## config.mk

```make
export PLATFORM = sky130hd
export DESIGN_NAME = reliable_chunk_slot_tracker
export DESIGN_NICKNAME = d
export VERILOG_FILES = /design/src/sv/rcst_pkg.sv /design/src/sv/reliable_chunk_slot_tracker.sv /design/src/sv/rcst_cell.sv /design/src/sv/rcst_fifo.sv
export SDC_FILE = /design/constraint.sdc
export NUM_CORES = 2
export LEC_CHECK = 0
export BUFFER_PORTS_ARGS = -buffer_cell sky130_fd_sc_hd__clkbuf_2
export CORE_MARGIN = 3
export CORE_UTILIZATION = 31
export CTS_BUF_LIST = sky130_fd_sc_hd__clkbuf_8 sky130_fd_sc_hd__clkbuf_16
export DETAILED_ROUTE_END_ITERATION = 12
export PLACE_DENSITY = 0.48
export SLEW_MARGIN = 20
export SYNTH_ARGS = -nofsm -noshare
export SYNTH_HDL_FRONTEND = slang
export SYNTH_SLANG_ARGS = --single-unit
export TNS_END_PERCENT = 30
```

## constraint.sdc

```tcl
create_clock -name clock -period 17 [get_ports clock]
set_input_delay 1.7 -clock clock [delete_from_list [all_inputs] [get_ports clock]]
set_output_delay 1.7 -clock clock [all_outputs]
set_load 0.02 [all_outputs]
```

## src/sv/rcst_pkg.sv

```systemverilog
// Shared types and constants for the chunk slot tracker.
// No dependencies; imported by every other file.
`timescale 1ns / 1ps
`default_nettype none
package rcst_pkg;
   localparam int SLOTS     = 16;
   localparam int SLOT_W    = $clog2(SLOTS);
   localparam int CNT_W     = $clog2(SLOTS + 1);
   localparam int MAX_CHUNK = 1024;
   localparam int LEN_W     = 11;
   localparam int ID_W      = 32;
   localparam int CSR_W     = 16;
   localparam int CSR_IDX_W = 8;

   typedef enum logic [1:0] {ST_FREE, ST_QUEUED, ST_WAIT} slot_state_type;

   localparam logic [1:0] REQ_NEW      = 2'd0;
   localparam logic [1:0] REQ_DISPATCH = 2'd1;
   localparam logic [1:0] REQ_CONFIRM  = 2'd2;
   localparam logic [1:0] REQ_TICK     = 2'd3;

   localparam logic [1:0] OUT_ACCEPTED = 2'd0;
   localparam logic [1:0] OUT_REJECTED = 2'd1;

   localparam logic [1:0] STS_OK       = 2'd0;
   localparam logic [1:0] STS_NO_SLOT  = 2'd1;
   localparam logic [1:0] STS_Q_EMPTY  = 2'd2;
   localparam logic [1:0] STS_NO_ID    = 2'd3;

   localparam logic [CSR_IDX_W-1:0] REG_SLOTS   = 8'd0;
   localparam logic [CSR_IDX_W-1:0] REG_RETRY   = 8'd1;
   localparam logic [CSR_IDX_W-1:0] REG_TIMEOUT = 8'd2;
   localparam logic [CSR_IDX_W-1:0] REG_CONFIRM = 8'd3;

   typedef struct packed {
      logic [1:0]       req_type;
      logic [LEN_W-1:0] chunk_length;
      logic [1:0]       submit_outcome;
      logic [ID_W-1:0]  confirm_id;
      logic             confirm_retry;
   } req_txn_type;

   typedef struct packed {
      logic [1:0]        status;
      logic [3:0]        slot_index;
      logic [ID_W-1:0]   message_id;
      logic [LEN_W-1:0]  length_out;
      logic              now_waiting;
      logic              requeued;
      logic              released;
      logic              dropped;
      logic [4:0]        expired_count;
   } rsp_txn_type;

   typedef struct packed {
      logic clear;
      logic alloc;
      logic set_wait;
      logic requeue;
      logic release_slot;
   } cell_cmd_type;

   typedef struct packed {
      logic [ID_W-1:0]  msg_id;
      logic [LEN_W-1:0] len;
      logic [7:0]       limit;
      logic             flag;
      logic [31:0]      deadline;
   } cell_wr_type;

   typedef struct packed {
      slot_state_type   state;
      logic [7:0]       retries;
      logic [7:0]       limit;
      logic             flag;
      logic [ID_W-1:0]  msg_id;
      logic [LEN_W-1:0] len;
      logic             hit;
      logic             expired;
   } cell_view_type;
endpackage
`default_nettype wire

```

## src/sv/reliable_chunk_slot_tracker.sv

```systemverilog
// New chunk, dispatch and confirmation go from idle to S_RUN; the response is registered as S_RUN returns to idle.
// A tick passes S_RUN, then walks every slot in S_SCAN, one per cycle; the response is registered after the last slot.
// Throughput: one transaction at a time; busy holds off start until the response strobe.
// The response strobe lasts one cycle and cannot be stalled.
// Reset (synchronous): registers to defaults, all slots free, free list 0..SLOTS-1.
// Depends on rcst_pkg, rcst_cell, rcst_fifo.
`timescale 1ns / 1ps
`default_nettype none
module reliable_chunk_slot_tracker (
   input  wire                              clock,
   input  wire                              reset,
   input  wire                              start,
   output logic                             busy,
   input  rcst_pkg::req_txn_type            req_data,
   output logic                             rsp_strobe,
   output rcst_pkg::rsp_txn_type            rsp_data,
   input  wire                              csr_we,
   input  wire [rcst_pkg::CSR_IDX_W-1:0]    csr_index,
   input  wire [rcst_pkg::CSR_W-1:0]        csr_wdata
);
   import rcst_pkg::*;

   typedef enum logic [1:0] {S_IDLE, S_RUN, S_SCAN} fsm_type;

   fsm_type           fsm_ff;
   req_txn_type       req_ff;
   rsp_txn_type       rsp_ff, rsp_in;
   logic              rsp_strobe_ff;
   logic [7:0]        retry_limit_ff;
   logic [15:0]       timeout_ff;
   logic              need_confirm_ff;
   logic [ID_W-1:0]   last_id_ff;
   logic [31:0]       tick_ff;
   logic [SLOT_W-1:0] scan_idx_ff;
   logic [CNT_W-1:0]  exp_cnt_ff;

   // slot count write: clamp into 1..SLOTS; it only sets the free list fill,
   // slots above it stay free and never match or expire
   logic [CNT_W-1:0]  siu_new;
   logic              rebuild;
   logic [CNT_W-1:0]  free_init_count;

   // per-transaction control
   logic [SLOT_W-1:0] sel;
   logic              op_alloc, op_wait, op_requeue, op_release;
   logic              free_push, free_pop, up_push, up_pop;
   logic              done;
   logic              exp_inc;
   logic              can_retry;
   logic [LEN_W-1:0]  len_clamped;
   logic [ID_W-1:0]   next_id;

   logic [SLOT_W-1:0] free_head, up_head;
   logic [CNT_W-1:0]  free_count, up_count;

   cell_cmd_type      cmd   [SLOTS];
   cell_view_type     view  [SLOTS];
   cell_view_type     sview;
   cell_wr_type       wdata;
   logic [SLOTS:0]    chain;
   logic [SLOT_W-1:0] hit_idx;

   assign busy       = (fsm_ff != S_IDLE);
   assign rsp_strobe = rsp_strobe_ff;
   assign rsp_data   = rsp_ff;

   always_comb begin
      siu_new = csr_wdata[CNT_W-1:0];
      if (siu_new == '0) begin
         siu_new = CNT_W'(1);
      end else if (siu_new > CNT_W'(SLOTS)) begin
         siu_new = CNT_W'(SLOTS);
      end
   end

   assign rebuild         = csr_we && (csr_index == REG_SLOTS);
   assign free_init_count = reset ? CNT_W'(SLOTS) : siu_new;

   // ---------------- slot row ----------------
   assign chain[0] = 1'b0;
   generate
      for (genvar g = 0; g < SLOTS; g++) begin : g_cell
         rcst_cell u_cell (
            .clock     (clock),
            .reset     (reset),
            .cmd       (cmd[g]),
            .wdata     (wdata),
            .cid       (req_ff.confirm_id),
            .tick_now  (tick_ff),
            .match_in  (chain[g]),
            .match_out (chain[g+1]),
            .view      (view[g])
         );
      end
   endgenerate

   // hits are one-hot, so OR the matching indices together
   always_comb begin
      hit_idx = '0;
      for (int i = 0; i < SLOTS; i++) begin
         if (view[i].hit) begin
            hit_idx = hit_idx | SLOT_W'(i);
         end
      end
   end

   rcst_fifo u_free (
      .clock      (clock),
      .reset      (reset),
      .init       (rebuild),
      .init_count (free_init_count),
      .push       (free_push),
      .push_data  (sel),
      .pop        (free_pop),
      .head_data  (free_head),
      .count      (free_count)
   );

   rcst_fifo u_up (
      .clock      (clock),
      .reset      (reset),
      .init       (rebuild),
      .init_count ('0),
      .push       (up_push),
      .push_data  (sel),
      .pop        (up_pop),
      .head_data  (up_head),
      .count      (up_count)
   );

   assign len_clamped = (req_ff.chunk_length > LEN_W'(MAX_CHUNK)) ?
                        LEN_W'(MAX_CHUNK) : req_ff.chunk_length;
   assign next_id     = last_id_ff + ID_W'(1);

   always_comb begin
      wdata.msg_id   = next_id;
      wdata.len      = len_clamped;
      wdata.limit    = retry_limit_ff;
      wdata.flag     = need_confirm_ff;
      wdata.deadline = tick_ff + {16'd0, timeout_ff};
   end

   // Pick the slot this cycle works on, then what happens to it.
   always_comb begin
      sel = '0;
      unique case (fsm_ff)
         S_SCAN: sel = scan_idx_ff;
         S_RUN: begin
            unique case (req_ff.req_type)
               REQ_NEW:      sel = free_head;
               REQ_DISPATCH: sel = up_head;
               REQ_CONFIRM:  sel = hit_idx;
               REQ_TICK:     sel = '0;
            endcase
         end
         default: sel = '0;
      endcase
   end

   assign sview     = view[sel];
   assign can_retry = sview.retries < sview.limit;

   always_comb begin
      op_alloc   = 1'b0;
      op_wait    = 1'b0;
      op_requeue = 1'b0;
      op_release = 1'b0;
      free_pop   = 1'b0;
      up_pop     = 1'b0;
      done       = 1'b0;
      exp_inc    = 1'b0;
      rsp_in     = '0;
      if (fsm_ff == S_RUN) begin
         unique case (req_ff.req_type)
            REQ_NEW: begin
               done = 1'b1;
               if (free_count == '0) begin
                  rsp_in.status = STS_NO_SLOT;
               end else begin
                  op_alloc          = 1'b1;
                  free_pop          = 1'b1;
                  rsp_in.slot_index = 4'(sel);
                  rsp_in.message_id = next_id;
                  rsp_in.length_out = len_clamped;
               end
            end
            REQ_DISPATCH: begin
               done = 1'b1;
               if (up_count == '0) begin
                  rsp_in.status = STS_Q_EMPTY;
               end else begin
                  up_pop            = 1'b1;
                  rsp_in.slot_index = 4'(sel);
                  rsp_in.message_id = sview.msg_id;
                  rsp_in.length_out = sview.len;
                  if (req_ff.submit_outcome == OUT_ACCEPTED) begin
                     if (sview.flag) begin
                        op_wait            = 1'b1;
                        rsp_in.now_waiting = 1'b1;
                     end else begin
                        op_release      = 1'b1;
                        rsp_in.released = 1'b1;
                     end
                  end else if (req_ff.submit_outcome == OUT_REJECTED) begin
                     op_release      = 1'b1;
                     rsp_in.released = 1'b1;
                     rsp_in.dropped  = 1'b1;
                  end else if (can_retry) begin
                     op_requeue      = 1'b1;
                     rsp_in.requeued = 1'b1;
                  end else begin
                     op_release      = 1'b1;
                     rsp_in.released = 1'b1;
                     rsp_in.dropped  = 1'b1;
                  end
               end
            end
            REQ_CONFIRM: begin
               done = 1'b1;
               if (!chain[SLOTS]) begin
                  rsp_in.status = STS_NO_ID;
               end else begin
                  rsp_in.slot_index = 4'(sel);
                  rsp_in.message_id = sview.msg_id;
                  rsp_in.length_out = sview.len;
                  if (req_ff.confirm_retry && can_retry) begin
                     op_requeue      = 1'b1;
                     rsp_in.requeued = 1'b1;
                  end else if (req_ff.confirm_retry) begin
                     op_release      = 1'b1;
                     rsp_in.released = 1'b1;
                     rsp_in.dropped  = 1'b1;
                  end else begin
                     op_release      = 1'b1;
                     rsp_in.released = 1'b1;
                  end
               end
            end
            REQ_TICK: begin
               done = 1'b0;
            end
         endcase
      end else if (fsm_ff == S_SCAN) begin
         // expired slots are handled in index order, one per cycle: requeued while retries remain, else released
         if (sview.expired) begin
            exp_inc = 1'b1;
            if (can_retry) begin
               op_requeue = 1'b1;
            end else begin
               op_release = 1'b1;
            end
         end
         done                 = (scan_idx_ff == SLOT_W'(SLOTS - 1));
         rsp_in.expired_count = 5'(exp_cnt_ff + CNT_W'(exp_inc));
      end
   end

   assign free_push = op_release;
   assign up_push   = op_alloc || op_requeue;

   always_comb begin
      for (int i = 0; i < SLOTS; i++) begin
         cmd[i].clear        = rebuild;
         cmd[i].alloc        = op_alloc   && (sel == SLOT_W'(i));
         cmd[i].set_wait     = op_wait    && (sel == SLOT_W'(i));
         cmd[i].requeue      = op_requeue && (sel == SLOT_W'(i));
         cmd[i].release_slot = op_release && (sel == SLOT_W'(i));
      end
   end

   // ---------------- sequencer and registers ----------------
   always_ff @(posedge clock) begin
      if (reset) begin
         fsm_ff          <= S_IDLE;
         rsp_strobe_ff   <= 1'b0;
         retry_limit_ff  <= 8'd3;
         timeout_ff      <= 16'd1000;
         need_confirm_ff <= 1'b0;
         last_id_ff      <= '0;
         tick_ff         <= '0;
         scan_idx_ff     <= '0;
         exp_cnt_ff      <= '0;
      end else begin
         rsp_strobe_ff <= 1'b0;
         if (csr_we) begin
            unique case (csr_index)
               REG_RETRY:   retry_limit_ff  <= csr_wdata[7:0];
               REG_TIMEOUT: timeout_ff      <= csr_wdata;
               REG_CONFIRM: need_confirm_ff <= csr_wdata[0];
               default: ;
            endcase
         end
         if (op_alloc) begin
            last_id_ff <= next_id;
         end
         unique case (fsm_ff)
            S_IDLE: begin
               if (start) begin
                  req_ff <= req_data;
                  fsm_ff <= S_RUN;
               end
            end
            S_RUN: begin
               if (done) begin
                  rsp_ff        <= rsp_in;
                  rsp_strobe_ff <= 1'b1;
                  fsm_ff        <= S_IDLE;
               end else begin
                  tick_ff     <= tick_ff + 32'd1;
                  scan_idx_ff <= '0;
                  exp_cnt_ff  <= '0;
                  fsm_ff      <= S_SCAN;
               end
            end
            S_SCAN: begin
               exp_cnt_ff  <= exp_cnt_ff + CNT_W'(exp_inc);
               scan_idx_ff <= scan_idx_ff + SLOT_W'(1);
               if (done) begin
                  rsp_ff        <= rsp_in;
                  rsp_strobe_ff <= 1'b1;
                  fsm_ff        <= S_IDLE;
               end
            end
            default: fsm_ff <= S_IDLE;
         endcase
      end
   end

   // the free and upstream queues together never hold more than SLOTS slots
   a_queue_bound: assert property (@(posedge clock) disable iff (reset)
      (32'(free_count) + 32'(up_count)) <= SLOTS)
      else $error("free and upstream counts exceed slot count");

   a_rsp_after_work: assert property (@(posedge clock) disable iff (reset)
      rsp_strobe |-> $past(busy))
      else $error("response without a transaction in progress");

   a_accept_busy: assert property (@(posedge clock) disable iff (reset)
      (start && !busy) |=> busy)
      else $error("accepted transaction did not raise busy");

   a_no_pop_empty: assert property (@(posedge clock) disable iff (reset)
      (!up_pop || (up_count != '0)) && (!free_pop || (free_count != '0)))
      else $error("pop from empty slot queue");
endmodule
`default_nettype wire

```

## src/sv/rcst_cell.sv

```systemverilog
// One slot of the tracker: state, retry count and message fields.
// Depends on rcst_pkg. Passes the id-match chain to the next cell.
`timescale 1ns / 1ps
`default_nettype none
module rcst_cell (
   input  wire                         clock,
   input  wire                         reset,
   input  rcst_pkg::cell_cmd_type      cmd,
   input  rcst_pkg::cell_wr_type       wdata,
   input  wire [rcst_pkg::ID_W-1:0]    cid,
   input  wire [31:0]                  tick_now,
   input  wire                         match_in,
   output logic                        match_out,
   output rcst_pkg::cell_view_type     view
);
   import rcst_pkg::*;

   slot_state_type   state_ff, state_in;
   logic [7:0]       retries_ff;
   logic [7:0]       limit_ff;
   logic             flag_ff;
   logic [ID_W-1:0]  msg_id_ff;
   logic [LEN_W-1:0] len_ff;
   logic [31:0]      deadline_ff;
   logic [31:0]      age;
   logic             match;

   always_comb begin
      state_in = state_ff;
      priority if (cmd.clear) begin
         state_in = ST_FREE;
      end else if (cmd.alloc || cmd.requeue) begin
         state_in = ST_QUEUED;
      end else if (cmd.set_wait) begin
         state_in = ST_WAIT;
      end else if (cmd.release_slot) begin
         state_in = ST_FREE;
      end else begin
         state_in = state_ff;
      end
   end

   always_ff @(posedge clock) begin
      if (reset) begin
         state_ff <= ST_FREE;
      end else begin
         state_ff <= state_in;
      end
   end

   always_ff @(posedge clock) begin
      if (cmd.alloc) begin
         msg_id_ff  <= wdata.msg_id;
         len_ff     <= wdata.len;
         limit_ff   <= wdata.limit;
         flag_ff    <= wdata.flag;
         retries_ff <= 8'd0;
      end else if (cmd.requeue) begin
         retries_ff <= retries_ff + 8'd1;
      end
      if (cmd.set_wait) begin
         deadline_ff <= wdata.deadline;
      end
   end

   assign age       = tick_now - deadline_ff;
   assign match     = (state_ff == ST_WAIT) && (msg_id_ff == cid);
   assign match_out = match_in | match;

   always_comb begin
      view.state   = state_ff;
      view.retries = retries_ff;
      view.limit   = limit_ff;
      view.flag    = flag_ff;
      view.msg_id  = msg_id_ff;
      view.len     = len_ff;
      view.hit     = match & ~match_in;
      view.expired = (state_ff == ST_WAIT) && !age[31];
   end
endmodule
`default_nettype wire

```

## src/sv/rcst_fifo.sv

```systemverilog
// Slot index FIFO with head pointer and count; init loads 0..N-1.
// Depends on rcst_pkg. Used for the free list and the upstream queue.
`timescale 1ns / 1ps
`default_nettype none
module rcst_fifo (
   input  wire                          clock,
   input  wire                          reset,
   input  wire                          init,
   input  wire [rcst_pkg::CNT_W-1:0]    init_count,
   input  wire                          push,
   input  wire [rcst_pkg::SLOT_W-1:0]   push_data,
   input  wire                          pop,
   output logic [rcst_pkg::SLOT_W-1:0]  head_data,
   output logic [rcst_pkg::CNT_W-1:0]   count
);
   import rcst_pkg::*;

   logic [SLOT_W-1:0] entry_ff [SLOTS];
   logic [SLOT_W-1:0] head_ff;
   logic [CNT_W-1:0]  count_ff;
   logic [SLOT_W-1:0] tail;

   assign tail      = head_ff + count_ff[SLOT_W-1:0];
   assign head_data = entry_ff[head_ff];
   assign count     = count_ff;

   always_ff @(posedge clock) begin
      if (reset || init) begin
         for (int i = 0; i < SLOTS; i++) begin
            entry_ff[i] <= SLOT_W'(i);
         end
         head_ff  <= '0;
         count_ff <= init_count;
      end else begin
         if (push) begin
            entry_ff[tail] <= push_data;
         end
         if (pop) begin
            head_ff <= head_ff + SLOT_W'(1);
         end
         count_ff <= count_ff + CNT_W'(push) - CNT_W'(pop);
      end
   end
endmodule
`default_nettype wire
```

After elaboration in Yosys (flattened, before gate mapping):

Memory sizes are Yosys's and may differ from the RTL's. A register that Yosys moved wholly into a read port is not among the register bits.
Cells that the tools add are included.

* bitwise operators: 51
* mux-type cells: 155
* magnitude comparators: 4
* eq/ne operators: 60
* add/subtract/negate cells: 46
* reduce and logical (&&, ||, !) cells: 205

Operator list (count)
* $eq A32 B32 Y1: 16
* $sub A32 B32 Y32: 16
* $bmux W64 S4: 1
* $pmux W49 S3: 1
* $add A8 B1 Y8 const B: 16
* $mux W62: 2
* $logic_and A1 B1 Y1: 98
* $mux W47: 2
* $mux W2: 42
* $mux W1: 69
* $mux W4: 17
* $add A32 B1 Y32 const B: 2
* $reduce_or A3 Y1: 18
* $mux W51: 1
* $reduce_bool A3 Y1: 16
* $eq A2 B2 Y1 const B: 19
* $eq A4 B4 Y1 const B: 9
* $reduce_bool A2 Y1: 18
* $add A32 B16 Y32: 1
* $mux W5: 5
* $add A5 B1 Y5: 4
* $not A1 Y1: 20
* $logic_or A1 B1 Y1: 18
* $eq A4 B3 Y1 const B: 4
* other kinds (33): 106

* memory bits (writable): 128
* memories kept: 2
* output and inout port bits: 60
* word-level logic and storage cells: 678
* bits of input ports: 76
* flip-flop bits (word level): 1729

Memories
* u_free.entry_ff: depth 16, bits a word 4, read ports 1, clocked after memory_dff 1, wr ports 16, line rcst_fifo.sv:18 `logic [SLOT_W-1:0] entry_ff [SLOTS];`
* u_up.entry_ff: depth 16, bits a word 4, read ports 1, clocked after memory_dff 1, wr ports 16, line rcst_fifo.sv:18

Depth between registers and ports, before layout:

* depth in word-level cells: 38
* mapped depth: 39
* depth with buffers taken out: 33

Cells and area by module:

From an unflattened synthesis, not the netlist that was laid out.

* cells, all modules: 7981
* area, all modules: 91701.7 sq um

By module, submodules not included
* rcst_cell: cells an instance 290, area an instance 4083.9 sq um, times used 16, sequential area each 2722.6 sq um
* reliable_chunk_slot_tracker: cells an instance 2741, area an instance 18799.3 sq um, times used 1, sequential area each 5205.0 sq um
* rcst_fifo: cells an instance 300, area an instance 3779.9 sq um, times used 2, sequential area each 2182.1 sq um

Least setup slack after synthesis:

Ideal clock, no wire load.

* kind: reg2reg
* start point: reg req_ff[9] (netlist name)
* end point: reg u_up.count_ff[4] (netlist: u_up.count[4])
* data arrival time: 6.942 ns
* setup slack: 9.987 ns
* stages on the path, launching flop included: 38
* period minus slack after synthesis: 7.013 ns
* setup time: 0.071 ns
* path buffers: 8
* required time: 16.929 ns
* path through: edfxtp_1 > buf_2 > buf_6 > xor2_1 > nor4_1 > nand4_1 > nor4_1 > nand2b_1 > a2111oi_4 > o21ai_4 > o21a_1 > buf_6 > buf_2 > clkbuf_1 > clkbuf_1 > clkbuf_1 > mux2i_1 > o21ai_0 > (+2 left out) > ha_1 > a21oi_1 > o21ai_0 > nor2_1 > o21ai_1 > o21ai_4 > inv_2 > buf_2 > ha_1 > inv_1 > ha_1 > inv_1 > fa_1 > inv_1 > a21oi_1 > nor2_1 > or3_1 > a21oi_1

* longest elaborated chain between the ends: 35
* elaborated cells on any way between the ends: 113
* those cells by class: add/sub: 2; order compare: 1; eq/ne: 16; mux: 30; bitwise: 46; reduce/logical: 18

Ends and longest elaborated chain
* start, declared: line reliable_chunk_slot_tracker.sv:26 `req_txn_type req_ff;`
* start signal, assigned: line reliable_chunk_slot_tracker.sv:299 `req_ff <= req_data;`
* $eq A32 B32 Y1: line rcst_cell.sv:67 `assign match = (state_ff == ST_WAIT) && (msg_id_ff == cid);`
* $logic_and A1 B1 Y1: line rcst_cell.sv:67
* $not A1 Y1 or $or A1 B1 Y1 (tied branches): line rcst_cell.sv:77, rcst_cell.sv:68
* $and A1 B1 Y1 (tied with other cells): line rcst_cell.sv:77 `view.hit = match & ~match_in;`
* $mux W1 (tied with other cells): line reliable_chunk_slot_tracker.sv:101 `if (view[i].hit) begin`
* $mux W2 (tied with other cells) (2 in series): line reliable_chunk_slot_tracker.sv:101
* $mux W3 (tied with other cells) (4 in series): line reliable_chunk_slot_tracker.sv:101
* $mux W4 (tied with other cells) (6 in series): line reliable_chunk_slot_tracker.sv:101
* (+10 left out)
* $mux W1: line reliable_chunk_slot_tracker.sv:204 `end else if (req_ff.submit_outcome == OUT_REJECTED) begin`
* $mux W1: line reliable_chunk_slot_tracker.sv:196 `if (req_ff.submit_outcome == OUT_ACCEPTED) begin`
* $mux W1: line reliable_chunk_slot_tracker.sv:189 `if (up_count == '0) begin`
* $pmux W1 S2: line reliable_chunk_slot_tracker.sv:174 `unique case (req_ff.req_type)`
* $mux W1 (*): line reliable_chunk_slot_tracker.sv:173 `if (fsm_ff == S_RUN) begin`
* $logic_or A1 B1 Y1 (*): line reliable_chunk_slot_tracker.sv:259 `assign up_push = op_alloc || op_requeue;`
* $add A5 B1 Y5 (*): line rcst_fifo.sv:41 `count_ff <= count_ff + CNT_W'(push) - CNT_W'(pop);`
* $sub A5 B1 Y5 (*): line rcst_fifo.sv:41
* end signal, assigned: line rcst_fifo.sv:33 `count_ff <= init_count;`
* end signal, assigned: line rcst_fifo.sv:41
* end, declared: line rcst_fifo.sv:20 `logic [CNT_W-1:0] count_ff;`

Every way passes the cells marked *; elsewhere a longest branch is shown, timed or not. The select of a mux whose other input is x is not followed.
A chain may end at the register's enable or synchronous reset.

Worst setup path after layout:

* start point: reg req_ff[13] (netlist name)
* end point: reg u_free.count_ff[4] (netlist: u_free.count[4])

* longest elaborated chain between the ends: 35
* elaborated cells on any way between the ends: 114
* those cells by class: add/sub: 2; order compare: 1; eq/ne: 16; mux: 32; bitwise: 46; reduce/logical: 17

Ends and longest elaborated chain
* $eq A32 B32 Y1: line rcst_cell.sv:67
* $logic_and A1 B1 Y1: line rcst_cell.sv:67
* $not A1 Y1 or $or A1 B1 Y1 (tied branches): line rcst_cell.sv:77, rcst_cell.sv:68
* $and A1 B1 Y1 (tied with other cells): line rcst_cell.sv:77
* $mux W1 (tied with other cells): line reliable_chunk_slot_tracker.sv:101
* $mux W2 (tied with other cells) (2 in series): line reliable_chunk_slot_tracker.sv:101
* $mux W3 (tied with other cells) (4 in series): line reliable_chunk_slot_tracker.sv:101
* $mux W4 (tied with other cells) (6 in series): line reliable_chunk_slot_tracker.sv:101
* (+10 left out)
* $mux W1: line reliable_chunk_slot_tracker.sv:204
* $mux W1: line reliable_chunk_slot_tracker.sv:196
* $mux W1: line reliable_chunk_slot_tracker.sv:189
* $pmux W1 S2: line reliable_chunk_slot_tracker.sv:174
* $mux W1 (*): line reliable_chunk_slot_tracker.sv:173
* $add A5 B1 Y5 (*): line rcst_fifo.sv:41
* $sub A5 B1 Y5 (*): line rcst_fifo.sv:41
* $mux W5 (*): line rcst_fifo.sv:28 `if (reset || init) begin`
* end signal, assigned: line rcst_fifo.sv:33
* end signal, assigned: line rcst_fifo.sv:41
* end, declared: line rcst_fifo.sv:20

Marked as above.

==> impl_metrics.toml <==
[setup_path]
crit_path_end = "u_free.count[4]$_DFF_P_"
required_ns = 17.71
path_max_fanout = 51
start_kind = "flip-flop"
crit_path_start = "req_ff[13]$_DFFE_PP_"
critical_path_class = "flip-flop to flip-flop"
r2r_slack_ns = 6.74
regToRegStartpoint = "req_ff[13]$_DFFE_PP_"
reg2reg_to = "u_free.count[4]$_DFF_P_"
reg2reg_depth = 34
max_stage_delay_ns = 0.84
cp-end-kind = "flip-flop"
arrival_ns = 10.98
cpMaxStageDelayCell = "nor4b_2"

[yosys]
syn_inst = 7944
synthesis.area_um2 = 92900
synthAdderAreaFrac_pct = 7.57
synthSimpleGateAreaFrac_pct = 12.0
synth-seq-area-share_pct = 57.2
ys_ff_latch = 1865
ys_warn_count = 0
yosys.area.top_type_share_pct = 51.0
synthXorXnorAreaFrac_pct = 6.71
yosys.area.top_type = "edfxtp_1"
synth_mux_area_share_pct = 2.62
synth_cell_types = 100
synth_edf_count = 1578
synth.avg_cell_area_um2 = 11.7
synth_ff_type = "edfxtp_1"
synth_nets = 8579
synth_compound_area_share_pct = 9.96
synthArstFlopShare_pct = 0
synth_area_leaders = "edfxtp_1 (51%), ha_1 (7.5%), dfxtp_1 (6.2%)"
synth_top_family_by_area = "simple AND/OR/NAND/NOR gates"

[timing]
fin_crit_sh_pct = 60.4
hold_viol_final = 0
finalSetupTns_ns = 0
holdWs_ns = 0.460
worstMarginPinSlew_ns = 1.21
clock.fmax_ghz = 0.0974
slew_viol_final = 0
fin_skew_ns = 0.0825
rsz0062_at_grt = "false"
slew_headroom_pct = 18.8
setup_viol = 0
finalCriticalPeriod_ns = 10.26

[clocking]
clock_latency_ns = 0.92
cts_buffers = 218
cts_sinks = 1865
post_cts_resized = 0
cts.clk_slew.worst_paths_ns = 0.06
cts_setup_buffers = 0
clockBufferDepth = 4
cts_tree = "done"
htreeDepth = 4
ctsHoldBuffers = 0
clockRootBuffer = "clkbuf_16"

[die]
die_area_um2 = 306000
coreArea_um2 = 298000
num_io_pins = 136
die_x_um = 553
start_util_pct = 31.2
rows = 200
die_y_um = 553

[placement]
gp_congestion = 0.983
io_buffers = 135
dp_hpwl_um = 274000
place_inst = 11900

[route]
drcViolationCount = 0
drt_iter0_markers = 6714
num_vias = 67200
ant_nets = 0
via_per_inst = 5.46
wl_per_cell_um = 31.2
drt_pass1_iterations = 6
drt_wl_total_um = 385000

[grt]
grt_pass1_vias = 66000
overflow = 0
grt_antenna_before_repair = 15
grt_max_degree = 87
gr-usage-met3_pct = 2.72
busiest_layer = "met2"
grt_pass1_wl_um = 527000
grt.total_usage_pct = 24.3
met1_usage_pct = 29.7
use_met2_pct = 41.7

[pwr]
ir_drop_v = 0.0000876
p_per_area_nw_per_um2 = 95.6
p_leak_nw = 39.8

[layout]
final_cells = 12300
nets = 8814
area_growth_pct = 14.5
drive_gt1_share_pct = 10.4
finalCoreUtilization_pct = 35.8

[run]
maxCapViolCount = 0

[hold_path]
hp-class = "flip-flop to flip-flop"

[outcome]
status = "complete, no violations"
[flip-flops by register name (all words and copies together) (netlist names), 5 cells and up, named ones only]
signal and count:
exp_cnt_ff 5, g_cell.u_cell.deadline_ff 512, g_cell.u_cell.flag_ff 16, g_cell.u_cell.len_ff 176, g_cell.u_cell.limit_ff 128, g_cell.u_cell.msg_id_ff 512, g_cell.u_cell.retries_ff 128, g_cell.u_cell.state_ff 32
last_id_ff 32, req_ff 48, retry_limit_ff 8, rsp_data 58, tick_ff 32, timeout_ff 16, u_free.count 5, u_free.entry_ff 64
u_up.count 5, u_up.entry_ff 64
[how the worst min path moves through the flow]
stage / end / start / cells after the start
after floorplan: timeout_ff[0]$_SDFFE_PP0P_ / timeout_ff[0]$_SDFFE_PP0P_ / 2
after global placement: timeout_ff[2]$_SDFFE_PP0P_ / timeout_ff[2]$_SDFFE_PP0P_ / 2
after detailed placement: timeout_ff[13]$_SDFFE_PP0P_ / timeout_ff[13]$_SDFFE_PP0P_ / 2
after CTS: timeout_ff[14]$_SDFFE_PP0P_ / timeout_ff[14]$_SDFFE_PP0P_ / 2
after global routing: timeout_ff[14]$_SDFFE_PP0P_ / timeout_ff[14]$_SDFFE_PP0P_ / 2
final: timeout_ff[12]$_SDFFE_PP0P_ / timeout_ff[12]$_SDFFE_PP0P_ / 2
[placed cells by master (no fill, tap or decap), types with 220 or more instances in the layout]
master and instances:
a21oi_1 489, inv_1 595, edfxtp_1 1578, xnor2_1 339
xor2_1 364, o21ai_0 246, ha_1 553, nor2_1 462
nand4_1 256, clkbuf_16 221, nand2_1 624, buf_4 220
dfxtp_1 287
[critical path, delay by kind of cell, from the launching register on]
kind	cells	cell delay, ns
compound gates	12	3.23
simple gates	10	2.70
xor+xnor	2	0.63
buf+inv	7	2.18
flops	1	0.33
fa+ha+maj	3	0.93
[stage by stage]
step / setup WS, ns / total power, mW / area [um^2]
final: 6.74 / 10.2 / 106000
after global routing: 6.60 / 10.5 / 106000
after CTS: 7.14 / 10.3 / 106000
after detailed placement: 7.20 / 5.51 / 99100
after global placement: 6.90 / 5.52 / 99100
after floorplan: 9.99 / 5.30 / 92900
[Yosys cell counts (all sizes together), types with 142 or more instances]
cell type / count
a21oi: 490
clkbuf: 203
dfxtp: 287
edfxtp: 1578
ha: 554
inv: 544
mux2i: 146
nand2: 631
nand3: 185
nand4: 258
nor2: 502
nor3: 142
nor4: 147
o21ai: 252
o22ai: 217
xnor2: 344
xor2: 368
[power by group]
group | switching (mW) | internal, mW | total [mW]
Clock | 1.99 | 2.75 | 4.74
Combinational | 0.350 | 0.122 | 0.472
Sequential | 0.0207 | 4.93 | 4.95
[cell type report]
class | count | area (um^2)
Sequential cell | 1865 | 53100
Inverter | 548 | 2070
Fill cell | 29100 | 191000
Timing Repair Buffer | 358 | 2410
Clock buffer | 242 | 5820
Antenna cell | 10 | 25.0
Multi-Input combinational cell | 5188 | 36600
Tap cell | 3939 | 4930
Clock inverter | 163 | 1360
[logic make-up after synthesis]
logic type	Yosys count
AOI/OAI and AO/OA	1477
xor gates and xnor gates	712
adders and majority gates	559
buffers and inverters	891
DFF	1865
muxes	201
and+or+nand+nor	2239
[per-layer routing]
layer | vias to the layer above | part of all wire, %
met5 | - | 0
met2 | 2566 | 49
li1 | 29900 | -
met1 | 34000 | 40
met3 | 716 | 5.2
met4 | 0 | 6.4
(Power assumes the default switching activity.)
